<file path="src/rtl/core/sirq_pkg.sv">
// ----------------------------------------------------------------------------
// sirq_pkg: shared types and constants of the scanline interrupt unit
// Word layouts, register addresses, item kinds and the visible line limit.
// ----------------------------------------------------------------------------
`default_nettype none

package sirq_pkg;

    localparam int S_TDATA_W = 40;
    localparam int S_TUSER_W = 2;
    localparam int M_TDATA_W = 24;

    localparam logic [1:0] KIND_READ  = 2'd0;
    localparam logic [1:0] KIND_WRITE = 2'd1;
    localparam logic [1:0] KIND_TICK  = 2'd2;

    localparam logic [15:0] ADDR_SPLIT_SCROLL = 16'h5201;
    localparam logic [15:0] ADDR_IRQ_COMPARE  = 16'h5203;
    localparam logic [15:0] ADDR_IRQ_STATUS   = 16'h5204;
    localparam logic [15:0] ADDR_MUL_LO       = 16'h5205;
    localparam logic [15:0] ADDR_MUL_HI       = 16'h5206;

    localparam logic [8:0] VISIBLE_LINES = 9'd240;

    localparam logic [1:0] IDLE_MAX   = 2'd3;
    localparam logic [2:0] FINE_LAST  = 3'd7;
    localparam logic [4:0] ROW_WRAP_A = 5'd29;
    localparam logic [4:0] ROW_WRAP_B = 5'd31;

    typedef struct packed {
        logic [1:0]  kind;
        logic [15:0] addr;
        logic [7:0]  wdata;
        logic        display_on;
        logic [8:0]  line_number;
    } item_t;

    typedef struct packed {
        logic [7:0] read_data;
        logic       irq_level;
        logic [4:0] split_row;
        logic [2:0] split_fine_y;
    } result_t;

endpackage

`default_nettype wire

</file>
<file path="src/rtl/core/sirq_engine.sv">
// ----------------------------------------------------------------------------
// sirq_engine: state and update logic of the scanline interrupt unit
// Holds the counters and flags and computes the result of one item.
// ----------------------------------------------------------------------------
`default_nettype none

module sirq_engine
    import sirq_pkg::*;
(
    input  wire logic    aclk,
    input  wire logic    aresetn,
    input  wire logic    alt_clear_mode,
    input  wire logic    fire,
    input  wire item_t   item,
    output result_t      result
);

    logic [7:0] line_count_reg, line_count_next;
    logic [7:0] compare_line_reg, compare_line_next;
    logic       irq_enable_reg, irq_enable_next;
    logic       pending_reg, pending_next;
    logic       in_frame_reg, in_frame_next;
    logic [1:0] idle_ticks_reg, idle_ticks_next;
    logic       irq_line_reg, irq_line_next;
    logic [7:0] factor_a_reg, factor_a_next;
    logic [7:0] factor_b_reg, factor_b_next;
    logic [7:0] split_scroll_reg, split_scroll_next;
    logic [4:0] split_row_reg, split_row_next;
    logic [2:0] split_fine_reg, split_fine_next;

    logic [15:0] product;
    logic [7:0]  read_data;
    logic        in_visible;

    assign product    = {8'd0, factor_a_reg} * {8'd0, factor_b_reg};
    assign in_visible = item.display_on && (item.line_number < VISIBLE_LINES);

    always_comb begin
        line_count_next   = line_count_reg;
        compare_line_next = compare_line_reg;
        irq_enable_next   = irq_enable_reg;
        pending_next      = pending_reg;
        in_frame_next     = in_frame_reg;
        idle_ticks_next   = idle_ticks_reg;
        irq_line_next     = irq_line_reg;
        factor_a_next     = factor_a_reg;
        factor_b_next     = factor_b_reg;
        split_scroll_next = split_scroll_reg;
        split_row_next    = split_row_reg;
        split_fine_next   = split_fine_reg;
        read_data         = 8'd0;

        case (item.kind)
            KIND_READ: begin
                read_data = item.addr[15:8];
                if (item.addr == ADDR_IRQ_STATUS) begin
                    read_data     = {pending_reg, in_frame_reg, 6'd0};
                    pending_next  = 1'b0;
                    irq_line_next = 1'b0;
                end else if (item.addr == ADDR_MUL_LO) begin
                    read_data = product[7:0];
                end else if (item.addr == ADDR_MUL_HI) begin
                    read_data = product[15:8];
                end
            end
            KIND_WRITE: begin
                case (item.addr)
                    ADDR_SPLIT_SCROLL: split_scroll_next = item.wdata;
                    ADDR_IRQ_COMPARE: begin
                        compare_line_next = item.wdata;
                        irq_line_next     = 1'b0;
                    end
                    ADDR_IRQ_STATUS: begin
                        irq_enable_next = item.wdata[7];
                        irq_line_next   = 1'b0;
                    end
                    ADDR_MUL_LO: factor_a_next = item.wdata;
                    ADDR_MUL_HI: factor_b_next = item.wdata;
                    default: ;
                endcase
            end
            KIND_TICK: begin
                // alternate rule compares before the count moves
                if (alt_clear_mode && (line_count_reg == compare_line_reg)) begin
                    pending_next = 1'b1;
                end
                if (in_visible) begin
                    line_count_next = line_count_reg + 8'd1;
                    in_frame_next   = 1'b1;
                    idle_ticks_next = 2'd0;
                end else if (alt_clear_mode) begin
                    line_count_next = 8'd0;
                    pending_next    = 1'b0;
                    in_frame_next   = 1'b0;
                end
                if (!alt_clear_mode) begin
                    if (line_count_next == compare_line_reg) begin
                        pending_next = 1'b1;
                    end
                    if (idle_ticks_next != IDLE_MAX) begin
                        idle_ticks_next = idle_ticks_next + 2'd1;
                    end
                    // second idle tick in a row after a visible line ends the frame
                    if (idle_ticks_next == IDLE_MAX) begin
                        line_count_next = 8'd0;
                        pending_next    = 1'b0;
                        in_frame_next   = 1'b0;
                        irq_line_next   = 1'b0;
                    end
                end
                if (irq_enable_reg && pending_next && in_frame_next) begin
                    irq_line_next = 1'b1;
                end

                if (item.line_number == 9'd0) begin
                    split_fine_next = split_scroll_reg[2:0];
                    split_row_next  = split_scroll_reg[7:3];
                end else if (item.display_on) begin
                    if (split_fine_reg == FINE_LAST) begin
                        split_fine_next = 3'd0;
                        if (split_row_reg == ROW_WRAP_A || split_row_reg == ROW_WRAP_B) begin
                            split_row_next = 5'd0;
                        end else begin
                            split_row_next = split_row_reg + 5'd1;
                        end
                    end else begin
                        split_fine_next = split_fine_reg + 3'd1;
                    end
                end
            end
            default: ;
        endcase
    end

    always_ff @(posedge aclk) begin
        if (!aresetn) begin
            line_count_reg   <= 8'd0;
            compare_line_reg <= 8'd0;
            irq_enable_reg   <= 1'b0;
            pending_reg      <= 1'b0;
            in_frame_reg     <= 1'b0;
            idle_ticks_reg   <= 2'd0;
            irq_line_reg     <= 1'b0;
            factor_a_reg     <= 8'd0;
            factor_b_reg     <= 8'd0;
            split_scroll_reg <= 8'd0;
            split_row_reg    <= 5'd0;
            split_fine_reg   <= 3'd0;
        end else if (fire) begin
            line_count_reg   <= line_count_next;
            compare_line_reg <= compare_line_next;
            irq_enable_reg   <= irq_enable_next;
            pending_reg      <= pending_next;
            in_frame_reg     <= in_frame_next;
            idle_ticks_reg   <= idle_ticks_next;
            irq_line_reg     <= irq_line_next;
            factor_a_reg     <= factor_a_next;
            factor_b_reg     <= factor_b_next;
            split_scroll_reg <= split_scroll_next;
            split_row_reg    <= split_row_next;
            split_fine_reg   <= split_fine_next;
        end
    end

    assign result.read_data    = read_data;
    assign result.irq_level    = irq_line_next;
    assign result.split_row    = split_row_next;
    assign result.split_fine_y = split_fine_next;

endmodule

`default_nettype wire

</file>
<file path="src/rtl/core/scanline_irq_split_counter.sv">
// ----------------------------------------------------------------------------
// scanline_irq_split_counter: scanline interrupt and split-screen counter
// Bus reads, bus writes and sync ticks in; one result word per item out.
// ----------------------------------------------------------------------------
// Usage:
//   The s_ channel carries one item per word: a register read, a register
//   write or a horizontal-sync tick, selected by s_tuser. Every accepted
//   word yields exactly one m_ word with the read byte (zero for writes and
//   ticks), the interrupt line level and the split tile row and fine row.
//   cfg_valid/cfg_data write the clear-mode bit; cfg_ready is always high
//   and the bit should only change while no words are in flight.
//   An accepted word is loaded into the input register and then, once the
//   output side is free, its result is loaded into the result register.
//   Throughput is one word per cycle while the result words are taken.
//   When m_tready is low the result word holds, the input register still
//   takes one more word, and then s_tready drops until the result is taken.
//   Synchronous reset clears both stages, all counters and flags and the
//   clear-mode bit; s_tready is high as soon as reset is released.
// ----------------------------------------------------------------------------
`default_nettype none

module scanline_irq_split_counter
    import sirq_pkg::*;
(
    input  wire logic                 aclk,
    input  wire logic                 aresetn,

    input  wire logic                 s_tvalid,
    output logic                      s_tready,
    // addr[15:0], wdata[23:16], display_on[24], line_number[33:25], zero pad
    input  wire logic [S_TDATA_W-1:0] s_tdata,
    // kind[1:0]
    input  wire logic [S_TUSER_W-1:0] s_tuser,

    output logic                      m_tvalid,
    input  wire logic                 m_tready,
    // read_data[7:0], irq_level[8], split_row[13:9], split_fine_y[16:14], zero pad
    output logic [M_TDATA_W-1:0]      m_tdata,

    input  wire logic                 cfg_valid,
    output logic                      cfg_ready,
    input  wire logic                 cfg_data
);

    logic       in_valid_reg;
    item_t      in_item_reg;
    logic       out_valid_reg;
    result_t    out_result_reg;
    logic       alt_mode_reg;

    logic       out_free;
    logic       fire;
    result_t    result;

    assign out_free  = !out_valid_reg || m_tready;
    assign fire      = in_valid_reg && out_free;
    assign s_tready  = !in_valid_reg || out_free;
    assign cfg_ready = 1'b1;

    always_ff @(posedge aclk) begin
        if (!aresetn) begin
            in_valid_reg  <= 1'b0;
            out_valid_reg <= 1'b0;
            alt_mode_reg  <= 1'b0;
        end else begin
            if (s_tready) begin
                in_valid_reg <= s_tvalid;
            end
            if (out_free) begin
                out_valid_reg <= in_valid_reg;
            end
            if (cfg_valid) begin
                alt_mode_reg <= cfg_data;
            end
        end
    end

    always_ff @(posedge aclk) begin
        if (s_tvalid && s_tready) begin
            in_item_reg.kind        <= s_tuser[1:0];
            in_item_reg.addr        <= s_tdata[15:0];
            in_item_reg.wdata       <= s_tdata[23:16];
            in_item_reg.display_on  <= s_tdata[24];
            in_item_reg.line_number <= s_tdata[33:25];
        end
        if (fire) begin
            out_result_reg <= result;
        end
    end

    sirq_engine u_engine (
        .aclk           (aclk),
        .aresetn        (aresetn),
        .alt_clear_mode (alt_mode_reg),
        .fire           (fire),
        .item           (in_item_reg),
        .result         (result)
    );

    assign m_tvalid = out_valid_reg;
    assign m_tdata  = {7'd0,
                       out_result_reg.split_fine_y,
                       out_result_reg.split_row,
                       out_result_reg.irq_level,
                       out_result_reg.read_data};

endmodule

`default_nettype wire

</file>
<file path="config.mk">
export PLATFORM = sky130hd
export DESIGN_NAME = scanline_irq_split_counter
export DESIGN_NICKNAME = d
export VERILOG_FILES = /design/src/rtl/core/sirq_pkg.sv /design/src/rtl/core/sirq_engine.sv /design/src/rtl/core/scanline_irq_split_counter.sv
export SDC_FILE = /design/constraint.sdc
export NUM_CORES = 1
export LEC_CHECK = 0
export ABC_AREA = 0
export BUFFER_PORTS_ARGS = -buffer_cell sky130_fd_sc_hd__buf_4
export CAP_MARGIN = 20
export CORE_MARGIN = 2
export CORE_UTILIZATION = 40
export CTS_CLUSTER_DIAMETER = 150
export DETAILED_ROUTE_END_ITERATION = 8
export SLEW_MARGIN = 5
export SYNTH_ARGS = -nofsm -noshare
export SYNTH_HDL_FRONTEND = slang
export SYNTH_SLANG_ARGS = --single-unit
</file>
<file path="constraint.sdc">
create_clock -name aclk -period 11.7 [get_ports aclk]
set_input_delay 1.17 -clock aclk [delete_from_list [all_inputs] [get_ports aclk]]
set_output_delay 1.17 -clock aclk [all_outputs]
set_load 0.03 [all_outputs]
</file>
==> results of run 1 <==
worst max-delay path, stage by stage, from the launching register on:
cell	delay [ns]
dfxtp_1	0.54
nand2_1	0.13
fa_1	0.52
fa_1	0.54
inv_1	0.05
fa_1	0.54
inv_1	0.07
fa_1	0.53
inv_1	0.05
ha_1	0.32
and3_1	0.16
a22oi_1	0.22
a21boi_0	0.16
a311oi_1	0.43
o21ai_0	0.21
o211a_1	0.25
layer usage:
| layer | vias up | wire (um) | GRT usage |
|---|---|---|---|
| met1 | 2663 | 7680 | 0.242 |
| met4 | 0 | 251 | 0.0537 |
| li1 | 2631 | - | - |
| met5 | - | 0 | 0 |
| met3 | 19 | 518 | 0.0280 |
| met2 | 109 | 8130 | 0.308 |
cell usage after synthesis, types with 9 or more instances:
cell,number,share of area
a21oi_1,29,0.020
and2_1,63,0.054
buf_4,9,0.0093
clkbuf_1,15,0.0078
dfxtp_1,57,0.16
edfxtp_1,53,0.22
fa_1,36,0.099
ha_1,42,0.072
inv_1,58,0.030
mux2i_1,36,0.050
nand2_1,59,0.031
nand3_1,15,0.010
nor2_1,27,0.014
nor2b_1,48,0.041
nor3_1,9,0.0062
o21ai_0,39,0.027
xnor2_1,10,0.012
stage by stage:
step                hold WS, ns  instances  worst slack [ns]
floorplan                 0.477        738              7.25
global placement          0.491       1000              6.76
detailed placement        0.506       1000              6.75
CTS                       0.527       1016              6.70
global route              0.556       1016              6.41
finish                    0.521       1016              6.73
cell type report:
| cell class | instances | area [um2] |
|---|---|---|
| well taps | 229 | 287 |
| repair buffers | 62 | 465 |
| multi-input cells | 541 | 4180 |
| clock inverters | 7 | 72.6 |
| clock buffers | 9 | 225 |
| inverters | 58 | 218 |
| flip-flops and latches | 110 | 2730 |
| fillers | 1704 | 9720 |
power groups by stage:
| stage | Clock, mW | Sequential, mW | Combinational (mW) |
|---|---|---|---|
| final | 0.310 | 0.425 | 0.0527 |
| after global routing | 0.333 | 0.426 | 0.0572 |
| after CTS | 0.319 | 0.425 | 0.0530 |
| after detailed placement | 0 | 0.434 | 0.0530 |
| after global placement | 0 | 0.433 | 0.0523 |
| after floorplan | 0 | 0.436 | 0.0274 |
worst paths after layout:
check / from / endpoint / slack [ns]
setup / recovery: u_engine.factor_a_reg[0]$_SDFFE_PN0P_ / m_tdata[6]$_SDFFCE_PN0P_ / 6.73
hold / removal: u_engine.split_scroll_reg[0]$_SDFFE_PN0P_ / u_engine.split_scroll_reg[0]$_SDFFE_PN0P_ / 0.52
setup reg to reg: u_engine.factor_a_reg[0]$_SDFFE_PN0P_ / m_tdata[6]$_SDFFCE_PN0P_ / 6.73
hold reg to reg: u_engine.split_scroll_reg[0]$_SDFFE_PN0P_ / u_engine.split_scroll_reg[0]$_SDFFE_PN0P_ / 0.52
cells by family after synthesis:
family	share of synthesized area
xor+xnor	0.0205
buf+inv	0.0505
flops	0.377
compound gates	0.109
simple gates	0.221
mux	0.0497
other cells	0.00103
fa+ha+maj	0.172
==> out/results.ini, run 1 <==
[pwr]
powerDensity_mw_per_mm2 = 96.2
total_power_mw = 0.787
power.internal_mw = 0.589
clkPwrFrac = 0.394
ir_drop_mv = 0.0908
p_switching_mw = 0.198
comb_power_share = 0.067
seqPwrFrac = 0.539
p_leak_nw = 3.30
switching_share = 0.252

[drt]
drt_iter0_drc = 337
postRouteAntennaNets = 0
viasPerCell = 5.34
firstDrtPassIters = 5
wl_per_cell_um = 16.3
vias = 5422
post-route-drc-count = 0
wl_mm = 16.6

[clock_tree]
hold_buffers = 0
cts-root-buf = clkbuf_16
cts.sinks = 110
clkLatencyLatePin_ns = 0.36
cts_tree = yes
cts.reportedPaths.clkPinSlew_ns = 0.08
post_cts_buffers = 0
cts.path.max_buffers = 2
cts-resized-gates = 0
numCtsBuffers = 9
htreeDepth = 3

[timing]
tns_ns = 0
max_freq_mhz = 201
final_hold_viol_count = 0
setup_viol = 0
slew_headroom = 0.383
worst_slew_pin_slew_ns = 0.923
rsz0062_at_grt = false
slew_violations = 0
period_needed_ns = 4.97
fin_crit_sh = 0.425
skew_ns = 0.0160

[finish]
final_core_util = 0.457
postLayoutCellArea_mm2 = 0.00818
final_common_cell = and2_1
largest_reg_flops = 36
nNetsFinal = 908
n_antenna_cell = 0
drive_above_1_share = 0.117
area_growth_pct = 12.7
final_cell_mix = 63 x and2_1, 62 x buf_4, 59 x nand2_1

[floorplan]
rows = 49
fp.dieH_um = 139
dieWidth_um = 139
dieArea_mm2 = 0.0192
pin_count = 75
start_util = 0.405
core_area_mm2 = 0.0179

[grt]
grt.total_usage = 0.182
grt_pass1_wl_mm = 28.4
antenna_found_initial = 0
grt_max_degree = 59
grt_pass1_vias = 5563
overflow = 0

[worst_setup_path]
end_kind = register
r2r_cells = 15
crit_type = register to register
critical_path_arrival_ns = 5.08
crit_fanout = 9
crit_required_ns = 11.81
cp-start-kind = register

[logic_synthesis]
ys_ff_latch = 110
syn_area_mm2 = 0.00726
synth_cells = 732
yosys_most_used_dff = dfxtp_1
syn_area_per_cell_um2 = 9.91
synth-edff-count = 53
synthDistinctLibCells = 69
async_reset_ff_frac = 0
yosysSeqAreaShare = 0.377
yosysWarnings = 0

[placed_design]
postPlaceCellArea_mm2 = 0.00788
portBuffers = 60
routabilityCongestion = 0.882
hpwl_mm = 12.5

[flow_run]
maxCapViolCount = 0

[status]
status = complete, no violations

[min_path]
min_path_type = register to register
worstHoldPathCells = 2

No activity file was read; power rests on OpenSTA's default activity.
==> inputs of run 2 (changes only) <==
==> constraint.sdc (replaced) <==
create_clock -name aclk -period 4.7 [get_ports aclk]
set_input_delay 0.47 -clock aclk [delete_from_list [all_inputs] [get_ports aclk]]
set_output_delay 0.47 -clock aclk [all_outputs]
set_load 0.03 [all_outputs]
==> run 2 against run 1 <==
  * Sequential share of layout area fell by 0.82 points
  * Routed wire length grew 1.0%
  * Fmax is 9.1% higher
  * Critical path depth unchanged
  * Register-to-register slack got worse by 6.6 ns
  * Highest routed layer unchanged
  * Utilization rose by 1.3 points
  * Worst hold slack got worse by 0.24 ns
  * First-iteration DRC count shrank 3.9%
==> out/results.ini, run 2 (synthesis results as in run 1) <==
[status]
status = complete, no violations

[timing]
timing.hold.ws_ns = 0.278
skew_ns = 0.0128
final_hold_viol_count = 0
fin_crit_sh = 0.970
period_needed_ns = 4.56
setup_viol = 0
slew_headroom = 0.394
max_freq_mhz = 219
slew_violations = 0
worst_slew_pin_slew_ns = 0.907
worst_slack_ns = 0.143

[flow_run]
maxCapViolCount = 0

[worst_setup_path]
cp_cell_sequence = buf_4, and2_1, fa_1, fa_1, fa_1, inv_1, fa_1, inv_1, ha_4, o21a_1, o2111a_1, o21a_1, o22ai_2, nor4bb_1, or3_1
critical_path_arrival_ns = 4.66
cp-start-kind = register
worst-path-buf-inv = 3
critPathTopFamily = adder cells
crit_path_top_delay_cell = fa_1
slowest_delay_ns = 0.54
crit_fanout = 6
crit_type = register to register
crit_required_ns = 4.81
end_kind = register
critPathMostFrequentCell = fa_1

[grt]
overflow = 0
grt_pass1_wl_mm = 28.2
grt.total_usage = 0.180
grt_pass1_vias = 5584
grt_max_degree = 59
antenna_found_initial = 0

[clock_tree]
clkLatencyLatePin_ns = 0.36
cts-root-buf = clkbuf_16
cts.sinks = 110
hold_buffers = 0
numCtsBuffers = 9
post_cts_buffers = 0
htreeDepth = 3
cts.reportedPaths.clkPinSlew_ns = 0.08
cts_tree = yes
cts.path.max_buffers = 2

[drt]
postRouteAntennaNets = 0
viasPerCell = 5.28
post-route-drc-count = 0
vias = 5498
firstDrtPassIters = 5
wl_per_cell_um = 16.1
wl_mm = 16.8
drt_iter0_drc = 324

[finish]
area_growth_pct = 15.9
largest_reg_flops = 36
nNetsFinal = 933
drive_above_1_share = 0.155
final_cell_mix = 87 x buf_4, 63 x and2_1, 59 x nand2_1
final_common_cell = buf_4
n_antenna_cell = 0

[floorplan]
fp.dieH_um = 139
rows = 49
dieWidth_um = 139
pin_count = 75
start_util = 0.405
core_area_mm2 = 0.0179
dieArea_mm2 = 0.0192

[min_path]
min_path_type = input pin to register

[placed_design]
portBuffers = 60
place_ws_ns = 0.0190
hpwl_mm = 12.8
routabilityCongestion = 0.892

[pwr]
powerDensity_mw_per_mm2 = 229
p_leak_nw = 3.44
ir_drop_mv = 0.233

==> run 2: cell count changes in the layout (fill, tap and decap cells not counted), sizes merged <==
| cell | change |
|---|---|
| buf | +25 |
| clkinv | +2 |
| inv | -3 |
| clkinvlp | +1 |
==> run 2: report_power, final <==
group	leakage, nW	switching, mW	internal, mW	total [mW]
Clock	0.137	0.374	0.367	0.740
Sequential	0.971	0.0228	1.03	1.06
Combinational	2.33	0.0791	0.0526	0.132
==> run 2: through the flow <==
step           power, mW  cell area [um2]  cells  utilization  setup TNS [ns]
2_1_floorplan       1.15             7280    738            -               0
6_report            1.93             8410   1041        0.470               0
5_1_grt             2.00             8410   1041        0.470         -0.0178
3_3_place_gp        1.21             8070   1025        0.451               0
3_5_place_dp        1.21             8070   1025        0.451               0
4_1_cts             1.94             8350   1041        0.467               0
==> run 2: timing repair <==
action                                  4_1_cts  5_1_grt
endpoints found under the setup margin        1        6
endpoints found under the hold margin         0        0
resized for setup                             2       13
pin swaps                                     1        5
==> run 2: final timing paths <==
kind | startpoint | cells after the start | slack (ns) | end
setup / recovery | u_engine.factor_b_reg[2]$_SDFFE_PN0P_ | 15 | 0.14 | m_tdata[7]$_SDFFCE_PN0P_
hold / removal | s_tdata[18] | 1 | 0.28 | in_item_reg[12]$_DFFE_PP_
setup reg to reg | u_engine.factor_b_reg[2]$_SDFFE_PN0P_ | 15 | 0.14 | m_tdata[7]$_SDFFCE_PN0P_
hold reg to reg | u_engine.split_scroll_reg[1]$_SDFFE_PN0P_ | 2 | 0.53 | u_engine.split_scroll_reg[1]$_SDFFE_PN0P_
==> run 2: worst register-to-register path, cell delays in order (launching register included) <==
cell	delay (ns)
dfxtp_4	0.37
buf_4	0.14
and2_1	0.16
fa_1	0.50
fa_1	0.52
fa_1	0.54
inv_1	0.05
fa_1	0.53
inv_1	0.06
ha_4	0.27
o21a_1	0.14
o2111a_1	0.19
o21a_1	0.19
o22ai_2	0.09
nor4bb_1	0.14
or3_1	0.39
==> run 2: cell type report <==
class | count | area, um2
fill | 1686 | 9490
multi-input combinational | 541 | 4230
sequential | 110 | 2740
timing repair buffer | 87 | 653
tap | 229 | 287
clock buffer | 9 | 225
inverter | 58 | 218
clock inverter | 7 | 58.8
==> run 2: layer usage <==
layer	vias to the layer above	track usage	share of wire
li1	2676	-	-
met1	2663	0.239	0.44
met2	131	0.303	0.49
met3	28	0.0307	0.044
met4	0	0.0553	0.023
met5	-	0	0
==> inputs of run 3 (changes only) <==
--- a/config.mk
+++ b/config.mk
@@ -12,6 +12,7 @@
 export CORE_UTILIZATION = 40
 export CTS_CLUSTER_DIAMETER = 150
 export DETAILED_ROUTE_END_ITERATION = 8
+export PLACE_DENSITY = 0.59
 export SLEW_MARGIN = 5
 export SYNTH_ARGS = -nofsm -noshare
 export SYNTH_HDL_FRONTEND = slang
==> run 3 against run 2 <==
  * Clock power rose by 7.4%
  * Sequential power barely moved
  * Combinational power barely moved
  * Critical path type unchanged
  * Largest power group unchanged
==> out/results.ini, run 3 (synthesis results as in run 1) <==
[status]
status = complete, no violations

[worst_setup_path]
r2r_cells = 14
r2r-end = m_tdata[5]$_SDFFCE_PP0P_
cp-start-kind = register
r2r-start = u_engine.factor_b_reg[2]$_SDFFE_PN0P_
end_kind = register
crit_required_ns = 4.79
crit_type = register to register
r2r_setup_slack_ns = 0.17
critical_path_arrival_ns = 4.61
crit_fanout = 6

[finish]
n_antenna_cell = 0
nFillCells = 1657
final_common_cell = buf_4
area_growth_pct = 16.1
multiInputGateArea_mm2 = 0.00425
layout.cells.non_filler = 1038
final_cell_mix = 84 x buf_4, 63 x and2_1, 59 x nand2_1
postLayoutCellArea_mm2 = 0.00843
nNetsFinal = 930
drive_above_1_share = 0.158
seqCellArea_mm2 = 0.00274
final_core_util = 0.471
largest_reg_flops = 36

[timing]
setup_viol = 0
final_hold_viol_count = 0
tns_ns = 0
skew_ns = 0.0135
max_freq_mhz = 221
period_needed_ns = 4.53
slew_headroom = 0.429
fin_crit_sh = 0.963
slew_violations = 0
worst_slew_pin_slew_ns = 0.855
rsz0062_at_grt = true
timing.hold.ws_ns = 0.282
worst_slack_ns = 0.172

[flow_run]
maxCapViolCount = 0

[grt]
overflow = 0
grt_max_degree = 59
grt.total_usage = 0.176
antenna_found_initial = 0
met2_usage = 0.284
grt_busiest_layer = met2
use_met3 = 0.0266
grt_pass1_vias = 5439
grtUsageMet1 = 0.237
grt_pass1_wl_mm = 27.4

[floorplan]
pin_count = 75
rows = 49
start_util = 0.405
fp.dieH_um = 139
dieArea_mm2 = 0.0192
core_area_mm2 = 0.0179
dieWidth_um = 139

[clock_tree]
numCtsBuffers = 9
cts.sinks = 110
cts.reportedPaths.clkPinSlew_ns = 0.08
htreeDepth = 3
cts_tree = yes
cts-root-buf = clkbuf_16
clkLatencyLatePin_ns = 0.36
cts.path.max_buffers = 2

[placed_design]
routabilityCongestion = 0.880
postPlaceCellArea_mm2 = 0.00804
hpwl_mm = 12.7
dp.cells = 1021
portBuffers = 60
place_ws_ns = 0.00990

[min_path]
holdPathEnd = in_item_reg[28]$_DFFE_PP_
worstHoldPathCells = 1
min_path_type = input pin to register
hold_start = s_tdata[10]

[pwr]
powerDensity_mw_per_mm2 = 235
total_power_mw = 1.98
ir_drop_mv = 0.224
p_leak_nw = 3.44

[drt]
viasPerCell = 5.27
wl_mm = 16.5
postRouteAntennaNets = 0
vias = 5467
firstDrtPassIters = 5
drt_iter0_drc = 270
post-route-drc-count = 0
wl_per_cell_um = 15.9

## run 3: cell count changes in the layout (fill, tap and decap cells not counted), moves of 2 or more
| cell | previous run | this run |
|---|---|---|
| dfxtp_2 | 1 | 5 |
| inv_8 | 0 | 2 |
| a21boi_1 | 2 | 0 |
| dfxtp_4 | 2 | 0 |
| buf_4 | 87 | 84 |
| dfxtp_1 | 54 | 52 |
| a21boi_2 | 0 | 2 |
## run 3: worst max-delay path: stages, from the launching register on
cell and delay, ns:
dfxtp_2 0.36, buf_4 0.14, and2_1 0.15, fa_1 0.50, fa_1 0.54, fa_1 0.55, inv_1 0.05, fa_1 0.52
inv_1 0.04, ha_1 0.24, or3_1 0.41, o21a_1 0.22, nor3_1 0.22, mux2i_1 0.22, a21oi_1 0.08
## run 3: what timing repair did
item / in CTS / in global routing
gates resized for setup: 1 / 16
pin swaps: 1 / 8
cloned: 0 / 0
buffers inserted: 0 / 1
hold buffers: 0 / 0
endpoints found under the setup margin: 3 / 5
## run 3: metal layers
layer / vias to the layer above / share of wire
li1: 2671 / -
met1: 2630 / 0.46
met2: 139 / 0.47
met3: 27 / 0.038
met4: 0 / 0.033
met5: - / 0
## run 3: report_power, final
| part | leakage (nW) | switching [mW] | internal, mW |
|---|---|---|---|
| combinational | 2.31 | 0.0786 | 0.0525 |
| clock | 0.155 | 0.378 | 0.418 |
| sequential | 0.971 | 0.0229 | 1.03 |
## run 3: worst max-delay path by stage
stage | to | start
detailed placement | m_tdata[7]$_SDFFCE_PN0P_ | u_engine.factor_a_reg[1]$_SDFFE_PN0P_
CTS | m_tdata[4]$_SDFFCE_PP0P_ | u_engine.factor_a_reg[1]$_SDFFE_PN0P_
floorplan | m_tdata[6]$_SDFFCE_PN0P_ | u_engine.factor_b_reg[7]$_SDFFE_PN0P_
global route | m_tdata[5]$_SDFFCE_PP0P_ | u_engine.factor_b_reg[2]$_SDFFE_PN0P_
global placement | m_tdata[6]$_SDFFCE_PN0P_ | u_engine.factor_a_reg[1]$_SDFFE_PN0P_
finish | m_tdata[5]$_SDFFCE_PP0P_ | u_engine.factor_b_reg[2]$_SDFFE_PN0P_
## run 3: cell type report
type | count | share of cell area
clock buffer | 11 | 0.0313
clock inverter | 5 | 0.00534
inverter | 58 | 0.0258
multi-input combinational | 541 | 0.504
sequential | 110 | 0.325
tap | 229 | 0.0340
timing repair buffer | 84 | 0.0748
